### config.mk
export PLATFORM = sky130hd
export DESIGN_NAME = gf256_matrix_power
export DESIGN_NICKNAME = d
export VERILOG_FILES = /design/src/hw/rtl/gfmp_pkg.sv /design/src/hw/rtl/gfmp_mac.sv /design/src/hw/rtl/gf256_matrix_power.sv
export SDC_FILE = /design/constraint.sdc
export NUM_CORES = 2
export LEC_CHECK = 0
export BUFFER_PORTS_ARGS = -buffer_cell sky130_fd_sc_hd__buf_2
export CAP_MARGIN = 10
export CELL_PAD_IN_SITES_DETAIL_PLACEMENT = 1
export CELL_PAD_IN_SITES_GLOBAL_PLACEMENT = 2
export CORE_ASPECT_RATIO = 1.4
export CORE_MARGIN = 3
export CORE_UTILIZATION = 45
export CTS_CLUSTER_SIZE = 8
export DETAILED_ROUTE_END_ITERATION = 12
export PLACE_DENSITY_LB_ADDON = 0.05
export SYNTH_ARGS = -nofsm -noshare
export SYNTH_HDL_FRONTEND = slang
export SYNTH_HIERARCHICAL = 1
export SYNTH_SLANG_ARGS = --single-unit
### constraint.sdc
create_clock -name clk -period 6 [get_ports clk]
set_input_delay 0.3 -clock clk [delete_from_list [all_inputs] [get_ports clk]]
set_output_delay 0.3 -clock clk [all_outputs]
set_load 0.02 [all_outputs]
### src/hw/rtl/gfmp_pkg.sv
// gfmp_pkg: shared types and field arithmetic for the gf(2^8) matrix power block
// used by gf256_matrix_power and gfmp_mac; no dependencies
`timescale 1ns / 1ps

package gfmp_pkg;

  // low byte of the aes reduction polynomial x^8+x^4+x^3+x+1
  localparam logic [7:0] GF_POLY = 8'h1B;

  // control that travels with one multiply-accumulate beat
  typedef struct packed {
    logic valid;
    logic first;
    logic last;
  } mac_ctl_t;

  function automatic logic [7:0] gf_mul(input logic [7:0] a, input logic [7:0] b);
    logic [7:0] x;
    logic [7:0] p;
    x = a;
    p = 8'h00;
    for (int i = 0; i < 8; i++) begin
      if (b[i]) begin
        p = p ^ x;
      end
      x = {x[6:0], 1'b0} ^ (x[7] ? GF_POLY : 8'h00);
    end
    return p;
  endfunction

endpackage

### src/hw/rtl/gfmp_mac.sv
// gfmp_mac: shared gf(2^8) multiply-accumulate unit for one dot product at a time
// depends on gfmp_pkg
`timescale 1ns / 1ps

module gfmp_mac #(
  parameter int AW = 6
) (
  input  logic              clk,
  input  gfmp_pkg::mac_ctl_t ctl,
  input  logic [AW-1:0]     addr,
  input  logic [7:0]        lhs,
  input  logic [7:0]        rhs,
  output logic              wr_en,
  output logic [AW-1:0]     wr_addr,
  output logic [7:0]        wr_data
);

  logic [7:0] sum_r;
  logic [7:0] sum_nxt;

  assign sum_nxt = (ctl.first ? 8'h00 : sum_r) ^ gfmp_pkg::gf_mul(lhs, rhs);

  always_ff @(posedge clk) begin
    if (ctl.valid) begin
      sum_r <= sum_nxt;
    end
  end

  assign wr_en   = ctl.valid & ctl.last;
  assign wr_addr = addr;
  assign wr_data = sum_nxt;

endmodule

### src/hw/rtl/gf256_matrix_power.sv
// gf256_matrix_power: raises a loaded DIM x DIM matrix over gf(2^8) to a power
// depends on gfmp_pkg and gfmp_mac
// load beats leave busy low; a compute beat holds busy through an identity init pass,
// a multiply pass and a copy pass per step, then the result pass, CELLS = DIM*DIM,
// with one product per set exponent bit and one squaring per bit below the top one,
// all on the single multiply-accumulate unit; result beats come one per cycle, no stall
// reset is synchronous active low and clears control only; matrix memories are not cleared
`timescale 1ns / 1ps

module gf256_matrix_power #(
  parameter int DIM = 8
) (
  input  logic        clk,
  input  logic        rst_n,
  input  logic        start,
  output logic        busy,
  input  logic        in_action,
  input  logic [7:0]  in_element,
  input  logic [30:0] in_exponent,
  output logic        out_valid,
  output logic [7:0]  out_element_out,
  output logic        out_last
);

  localparam int CELLS = DIM * DIM;
  localparam int AW    = $clog2(CELLS);
  localparam int KW    = $clog2(DIM);
  localparam logic [AW-1:0] LAST_A = AW'(CELLS - 1);
  localparam logic [AW-1:0] DIM_A  = AW'(DIM);
  localparam logic [AW-1:0] DIMM_A = AW'(DIM - 1);
  localparam logic [KW-1:0] LAST_K = KW'(DIM - 1);

  typedef enum logic [5:0] {
    ST_IDLE   = 6'b000001,
    ST_INIT   = 6'b000010,
    ST_DECIDE = 6'b000100,
    ST_MUL    = 6'b001000,
    ST_COPY   = 6'b010000,
    ST_OUT    = 6'b100000
  } state_t;

  state_t        state_r, state_nxt;
  logic [AW-1:0] load_r, load_nxt;
  logic [30:0]   exp_r, exp_nxt;
  logic [AW-1:0] cnt_r, cnt_nxt;
  logic [KW-1:0] k_r, k_nxt;
  logic [KW-1:0] col_r, col_nxt;
  logic [AW-1:0] lhs_r, lhs_nxt;
  logic [AW-1:0] rhs_r, rhs_nxt;
  logic [AW-1:0] dst_r, dst_nxt;
  logic          sq_r, sq_nxt;

  logic          cp_valid_r;
  logic          cp_init_r;
  logic [AW-1:0] cp_addr_r;
  gfmp_pkg::mac_ctl_t mac_ctl_r;
  logic [AW-1:0] mac_addr_r;
  logic          ov_r;
  logic          ol_r;

  logic [7:0] base_mem [CELLS];
  logic [7:0] acc_mem  [CELLS];
  logic [7:0] pw_mem   [CELLS];
  logic [7:0] scr_mem  [CELLS];

  logic [7:0] base_rd_r;
  logic [7:0] acc_rd_r;
  logic [7:0] pwa_rd_r;
  logic [7:0] pwb_rd_r;
  logic [7:0] scr_rd_r;

  logic          is_mul;
  logic          cnt_last;
  logic          k_last;
  logic          col_last;
  logic          load_beat;
  logic [AW-1:0] acc_ra;
  logic          mac_we;
  logic [AW-1:0] mac_wa;
  logic [7:0]    mac_wd;

  assign is_mul    = (state_r == ST_MUL);
  assign cnt_last  = (cnt_r == LAST_A);
  assign k_last    = (k_r == LAST_K);
  assign col_last  = (col_r == LAST_K);
  assign load_beat = (state_r == ST_IDLE) && start && !in_action;
  assign acc_ra    = is_mul ? lhs_r : cnt_r;

  always_comb begin
    state_nxt = state_r;
    load_nxt  = load_r;
    exp_nxt   = exp_r;
    cnt_nxt   = cnt_r;
    k_nxt     = k_r;
    col_nxt   = col_r;
    lhs_nxt   = lhs_r;
    rhs_nxt   = rhs_r;
    dst_nxt   = dst_r;
    sq_nxt    = sq_r;
    unique case (state_r)
      ST_IDLE: begin
        if (start) begin
          if (in_action) begin
            load_nxt  = '0;
            exp_nxt   = in_exponent;
            cnt_nxt   = '0;
            k_nxt     = '0;
            col_nxt   = '0;
            state_nxt = ST_INIT;
          end else begin
            load_nxt = (load_r == LAST_A) ? '0 : load_r + 1'b1;
          end
        end
      end
      ST_INIT: begin
        if (col_last) begin
          col_nxt = '0;
          k_nxt   = k_r + 1'b1;
        end else begin
          col_nxt = col_r + 1'b1;
        end
        if (cnt_last) begin
          cnt_nxt   = '0;
          state_nxt = ST_DECIDE;
        end else begin
          cnt_nxt = cnt_r + 1'b1;
        end
      end
      ST_DECIDE: begin
        lhs_nxt = '0;
        rhs_nxt = '0;
        dst_nxt = '0;
        k_nxt   = '0;
        col_nxt = '0;
        cnt_nxt = '0;
        if (exp_r == '0) begin
          state_nxt = ST_OUT;
        end else begin
          sq_nxt    = !exp_r[0];
          state_nxt = ST_MUL;
        end
      end
      ST_MUL: begin
        if (k_last) begin
          k_nxt   = '0;
          dst_nxt = dst_r + 1'b1;
          if (col_last) begin
            col_nxt = '0;
            lhs_nxt = lhs_r + 1'b1;
            rhs_nxt = '0;
          end else begin
            col_nxt = col_r + 1'b1;
            lhs_nxt = lhs_r - DIMM_A;
            rhs_nxt = AW'(col_r) + 1'b1;
          end
          if (dst_r == LAST_A) begin
            cnt_nxt   = '0;
            state_nxt = ST_COPY;
          end
        end else begin
          k_nxt   = k_r + 1'b1;
          lhs_nxt = lhs_r + 1'b1;
          rhs_nxt = rhs_r + DIM_A;
        end
      end
      ST_COPY: begin
        if (cnt_last) begin
          cnt_nxt   = '0;
          state_nxt = ST_DECIDE;
          if (sq_r) begin
            exp_nxt = exp_r >> 1;
          end else begin
            exp_nxt = {exp_r[30:1], 1'b0};
          end
        end else begin
          cnt_nxt = cnt_r + 1'b1;
        end
      end
      ST_OUT: begin
        if (cnt_last) begin
          cnt_nxt   = '0;
          state_nxt = ST_IDLE;
        end else begin
          cnt_nxt = cnt_r + 1'b1;
        end
      end
      default: begin
        state_nxt = ST_IDLE;
      end
    endcase
  end

  always_ff @(posedge clk) begin
    if (!rst_n) begin
      state_r    <= ST_IDLE;
      load_r     <= '0;
      exp_r      <= '0;
      cp_valid_r <= 1'b0;
      mac_ctl_r  <= '0;
      ov_r       <= 1'b0;
      ol_r       <= 1'b0;
    end else begin
      state_r    <= state_nxt;
      load_r     <= load_nxt;
      exp_r      <= exp_nxt;
      cp_valid_r <= (state_r == ST_INIT) || (state_r == ST_COPY);
      mac_ctl_r  <= '{valid: is_mul, first: (k_r == '0), last: k_last};
      ov_r       <= (state_r == ST_OUT);
      ol_r       <= (state_r == ST_OUT) && cnt_last;
    end
  end

  always_ff @(posedge clk) begin
    cnt_r      <= cnt_nxt;
    k_r        <= k_nxt;
    col_r      <= col_nxt;
    lhs_r      <= lhs_nxt;
    rhs_r      <= rhs_nxt;
    dst_r      <= dst_nxt;
    sq_r       <= sq_nxt;
    cp_init_r  <= (state_r == ST_INIT);
    cp_addr_r  <= cnt_r;
    mac_addr_r <= dst_r;
  end

  // base matrix: loaded beats in, read once per compute to seed the power
  always_ff @(posedge clk) begin
    if (load_beat) begin
      base_mem[load_r] <= in_element;
    end
    base_rd_r <= base_mem[cnt_r];
  end

  // running product, starts as identity
  always_ff @(posedge clk) begin
    if (state_r == ST_INIT) begin
      acc_mem[cnt_r] <= (k_r == col_r) ? 8'h01 : 8'h00;
    end else if (cp_valid_r && !cp_init_r && !sq_r) begin
      acc_mem[cp_addr_r] <= scr_rd_r;
    end
    acc_rd_r <= acc_mem[acc_ra];
  end

  // repeated squares of the base
  always_ff @(posedge clk) begin
    if (cp_valid_r && (cp_init_r || sq_r)) begin
      pw_mem[cp_addr_r] <= cp_init_r ? base_rd_r : scr_rd_r;
    end
    pwa_rd_r <= pw_mem[lhs_r];
    pwb_rd_r <= pw_mem[rhs_r];
  end

  // product buffer
  always_ff @(posedge clk) begin
    if (mac_we) begin
      scr_mem[mac_wa] <= mac_wd;
    end
    scr_rd_r <= scr_mem[cnt_r];
  end

  gfmp_mac #(
    .AW(AW)
  ) u_mac (
    .clk     (clk),
    .ctl     (mac_ctl_r),
    .addr    (mac_addr_r),
    .lhs     (sq_r ? pwa_rd_r : acc_rd_r),
    .rhs     (pwb_rd_r),
    .wr_en   (mac_we),
    .wr_addr (mac_wa),
    .wr_data (mac_wd)
  );

  assign busy            = (state_r != ST_IDLE);
  assign out_valid       = ov_r;
  assign out_last        = ol_r;
  assign out_element_out = acc_rd_r;

endmodule

==> impl_metrics.env <==
export IMPL_status="complete, no violations"
export IMPL_gp_congestion=0.835
export IMPL_die_height_um=539
export IMPL_grt_usage_pct=24.7
export IMPL_fin_crit_sh_pct=76.5
export IMPL_routed_via_count=47800
export IMPL_layout_min_cycle_time_ns=4.59
export IMPL_crit_cells=9
export IMPL_crit_chain="nor4_2, a21oi_2, nor2_4, buf_12, mux2_2, a221oi_1, a211oi_1, o2bb2ai_1, a31oi_1"
export IMPL_rsz0062_at_grt="no"
export IMPL_hold_class="input pin to flop"
export IMPL_nNetsFinal=5159
export IMPL_netlist_top_cells_area="edfxtp_1 (69%), mux4_2 (17%), dfxtp_1 (2.2%)"
export IMPL_dpl_cell_count=7398
export IMPL_ys_seq_area_share_pct=71.0
export IMPL_synth_top_cell_by_area="edfxtp_1"
export IMPL_cts_buffers=315
export IMPL_ys_types=89
export IMPL_rows=194
export IMPL_portBuffers=53
export IMPL_route_met3_wl_mm=11.2
export IMPL_firstDrtPassIters=5
export IMPL_overflow=0
export IMPL_slowest_stage="nor4_2"
export IMPL_synth_ff_type="edfxtp_1"
export IMPL_clock_latency_ns=0.83
export IMPL_dp_final_hpwl_mm=161
export IMPL_yosys_area_share_simple_pct=5.52
export IMPL_vias_per_cell=6.04
export IMPL_io_pins=54
export IMPL_wl_per_cell_um=32.6
export IMPL_wl_met1_mm=104
export IMPL_synth_top_family_by_area="multiplexers"
export IMPL_cp_end_kind="flop"
export IMPL_cts_tree="done"
export IMPL_tightest_slew_ns=1.17
export IMPL_maxCapViolCount=0
export IMPL_cp_buffers_inverters=1
export IMPL_cp_arrival_ns=5.29
export IMPL_ctsLongestPathBuffers=4
export IMPL_drtIter0Drc=3971
export IMPL_synth_fp_nets=4980
export IMPL_cp_required_ns=6.70
export IMPL_syn_inst=4927
export IMPL_fmaxAchievable_mhz=218
export IMPL_wl_mm=258
export IMPL_fin_worst_skew_ns=0.0470
export IMPL_dr_wl_met2_mm=135
export IMPL_htree_levels=5
export IMPL_final_setup_viol_count=0
export IMPL_synth_area_mm2=0.0912
export IMPL_syn_avg_cell_area_um2=18.5
export IMPL_post_route_drc_count=0
export IMPL_ys_warnings_count=6
export IMPL_design_core_area_mm2=0.200
export IMPL_grt_antenna_before_repair=7
export IMPL_instances_no_fill=7915
export IMPL_rr_endpoint="out_element_out[3]$_DFF_P_"
export IMPL_grt_pass1_wl_mm=375
export IMPL_synthXorXnorAreaFrac_pct=0.998
export IMPL_synth_top_cells_by_count="edfxtp_1 (2087), mux4_2 (670), nand2_1 (441), nor2_1 (365), clkbuf_1 (162)"
export IMPL_p_per_area_mw_per_mm2=489
export IMPL_cp_top_family="compound AO/OA/AOI/OAI gates"
export IMPL_crit_fanout=54
export IMPL_slowest_delay_ns=0.95
export IMPL_route_antenna_remaining_nets=0
export IMPL_grt_max_degree=131
export IMPL_synth_edf_count=2087
export IMPL_crit_type="flop to flop"
export IMPL_startpoint="state_r[5]$_SDFFE_PN0P_"
export IMPL_regToRegSetupSlack_ns=1.41
export IMPL_yosysMostFrequentCell="edfxtp_1"
export IMPL_top_layer="met4"
export IMPL_synth_compound_area_share_pct=2.96
export IMPL_slew_headroom_pct=20.6
export IMPL_cts_sinks=2189
export IMPL_async_flop_share_pct=0
export IMPL_p_leak_nw=33.2
export IMPL_clk_pin_slew_worst_paths_ns=0.06
export IMPL_r2r_cells=9
export IMPL_dieWidth_um=386
export IMPL_synth_top_area_share_pct=68.7
export IMPL_synth_mux_area_share_pct=17.7
export IMPL_cts_root_buffer="clkbuf_16"
export IMPL_synth_fa_ha_area_share_pct=0.137
export IMPL_setup_tns_ns=0
export IMPL_drive_above_1_share_pct=23.6
export IMPL_min_from="in_element[0]"
export IMPL_ys_seq_elements=2189
export IMPL_slew_viol_final=0
export IMPL_grt_pass1_vias=51600
export IMPL_post_cts_buffers=0
export IMPL_crit_path_start_kind="flop"
export IMPL_hold_violations=0
export IMPL_r2r_start="state_r[5]$_SDFFE_PN0P_"
export IMPL_syn2layout_area_growth_pct=13.4
export IMPL_floorplan_die_area_mm2=0.208
export IMPL_cp_endpoint="out_element_out[3]$_DFF_P_"
export IMPL_ir_drop_mv=0.618
export IMPL_start_util_pct=45.5
[stage by stage]
| stage | util, % | cell area (um^2) | worst slack [ns] | power [mW] | hold slack [ns] |
|---|---|---|---|---|---|
| finish | 51.6 | 103000 | 1.41 | 50.6 | 0.0293 |
| floorplan | - | 91200 | 1.33 | 29.3 | 0.346 |
| detailed placement | 47.0 | 94200 | 1.45 | 35.0 | 0.432 |
| global route | 51.6 | 103000 | 1.38 | 52.7 | 0.0215 |
| CTS | 51.6 | 103000 | 1.46 | 51.2 | 0.0293 |
| global placement | 47.0 | 94200 | 1.60 | 34.6 | 0.441 |
[registers in the layout, indices dropped and copies added (netlist names), 31 cells and up]
signal,count
scr_mem,512
exp_r,31
acc_mem,512
base_mem,512
pw_mem,512
[power breakdown]
group          switching, mW  internal [mW]  total, mW
logic                   9.27           4.20       13.5
clock network           6.31           9.84       16.2
registers              0.397           20.5       20.9
[worst reg2reg max path, delay by kind of cell, from the launching register on]
kind	cells	cell delay (ns)
AOI/OAI and AO/OA	5	1.84
and+or+nand+nor	2	1.41
muxes	1	0.45
DFF	1	0.41
buffers and inverters	1	0.35
[placed cells by master (no fill, tap or decap), types with 14 or more instances in the layout]
master,count
edfxtp_1,2087
mux4_2,670
nand2_1,441
nor2_1,363
clkbuf_16,325
clkbuf_1,140
nand3_1,136
dfxtp_1,102
buf_4,81
mux2i_1,71
a21oi_1,65
o21ai_0,62
xnor2_1,62
buf_2,53
a311oi_1,43
a31oi_1,39
dlygate4sd3_1,35
a211oi_1,28
nor3_1,26
and3_1,26
mux2_2,25
nor2b_1,22
nor4_1,21
o221ai_1,19
nand2b_1,18
xor2_1,17
or3_1,16
o22ai_1,16
a32oi_1,14
nand3b_1,14
a221oi_1,14
[layer usage]
layer	track usage (%)	vias up
met2	43.4	1274
li1	-	20400
met5	0	-
met4	7.81	0
met1	32.0	25800
met3	3.37	398
[timing repair]
action / 4_1_cts / 5_1_grt
gates resized for setup: 0 / 0
hold buffers: 34 / 1
endpoints found under the hold margin: 41 / 12
[worst min path at each step]
stage | cells past startpoint | end | slack [ns]
finish | 1 | base_mem[44][0]$_DFFE_PP_ | 0.03
global route | 1 | base_mem[38][0]$_DFFE_PP_ | 0.02
CTS | 4 | state_r[0]$_SDFFE_PN1P_ | 0.03
detailed placement | 0 | mac_addr_r[5]$_DFF_P_ | 0.43
global placement | 0 | mac_addr_r[5]$_DFF_P_ | 0.44
floorplan | 0 | cp_addr_r[3]$_DFF_P_ | 0.35
[kinds of logic after synthesis]
| kind of cell | count (synthesis) |
|---|---|
| AOI/OAI and AO/OA | 384 |
| muxes | 769 |
| xor gates and xnor gates | 95 |
| and+or+nand+nor | 1144 |
| DFF | 2189 |
| buffers and inverters | 336 |
| adders and majority gates | 10 |
[area by class of cell]
type,count,area [um^2]
fill,18000,97100
inverter,15,56.3
antenna,3,7.51
tap,2646,3310
multi-input combinational,2402,25000
timing repair buffer,183,1500
clock inverter,11,134
sequential,2189,64700
clock buffer,466,8670
Power figures use the tool's default switching activity.
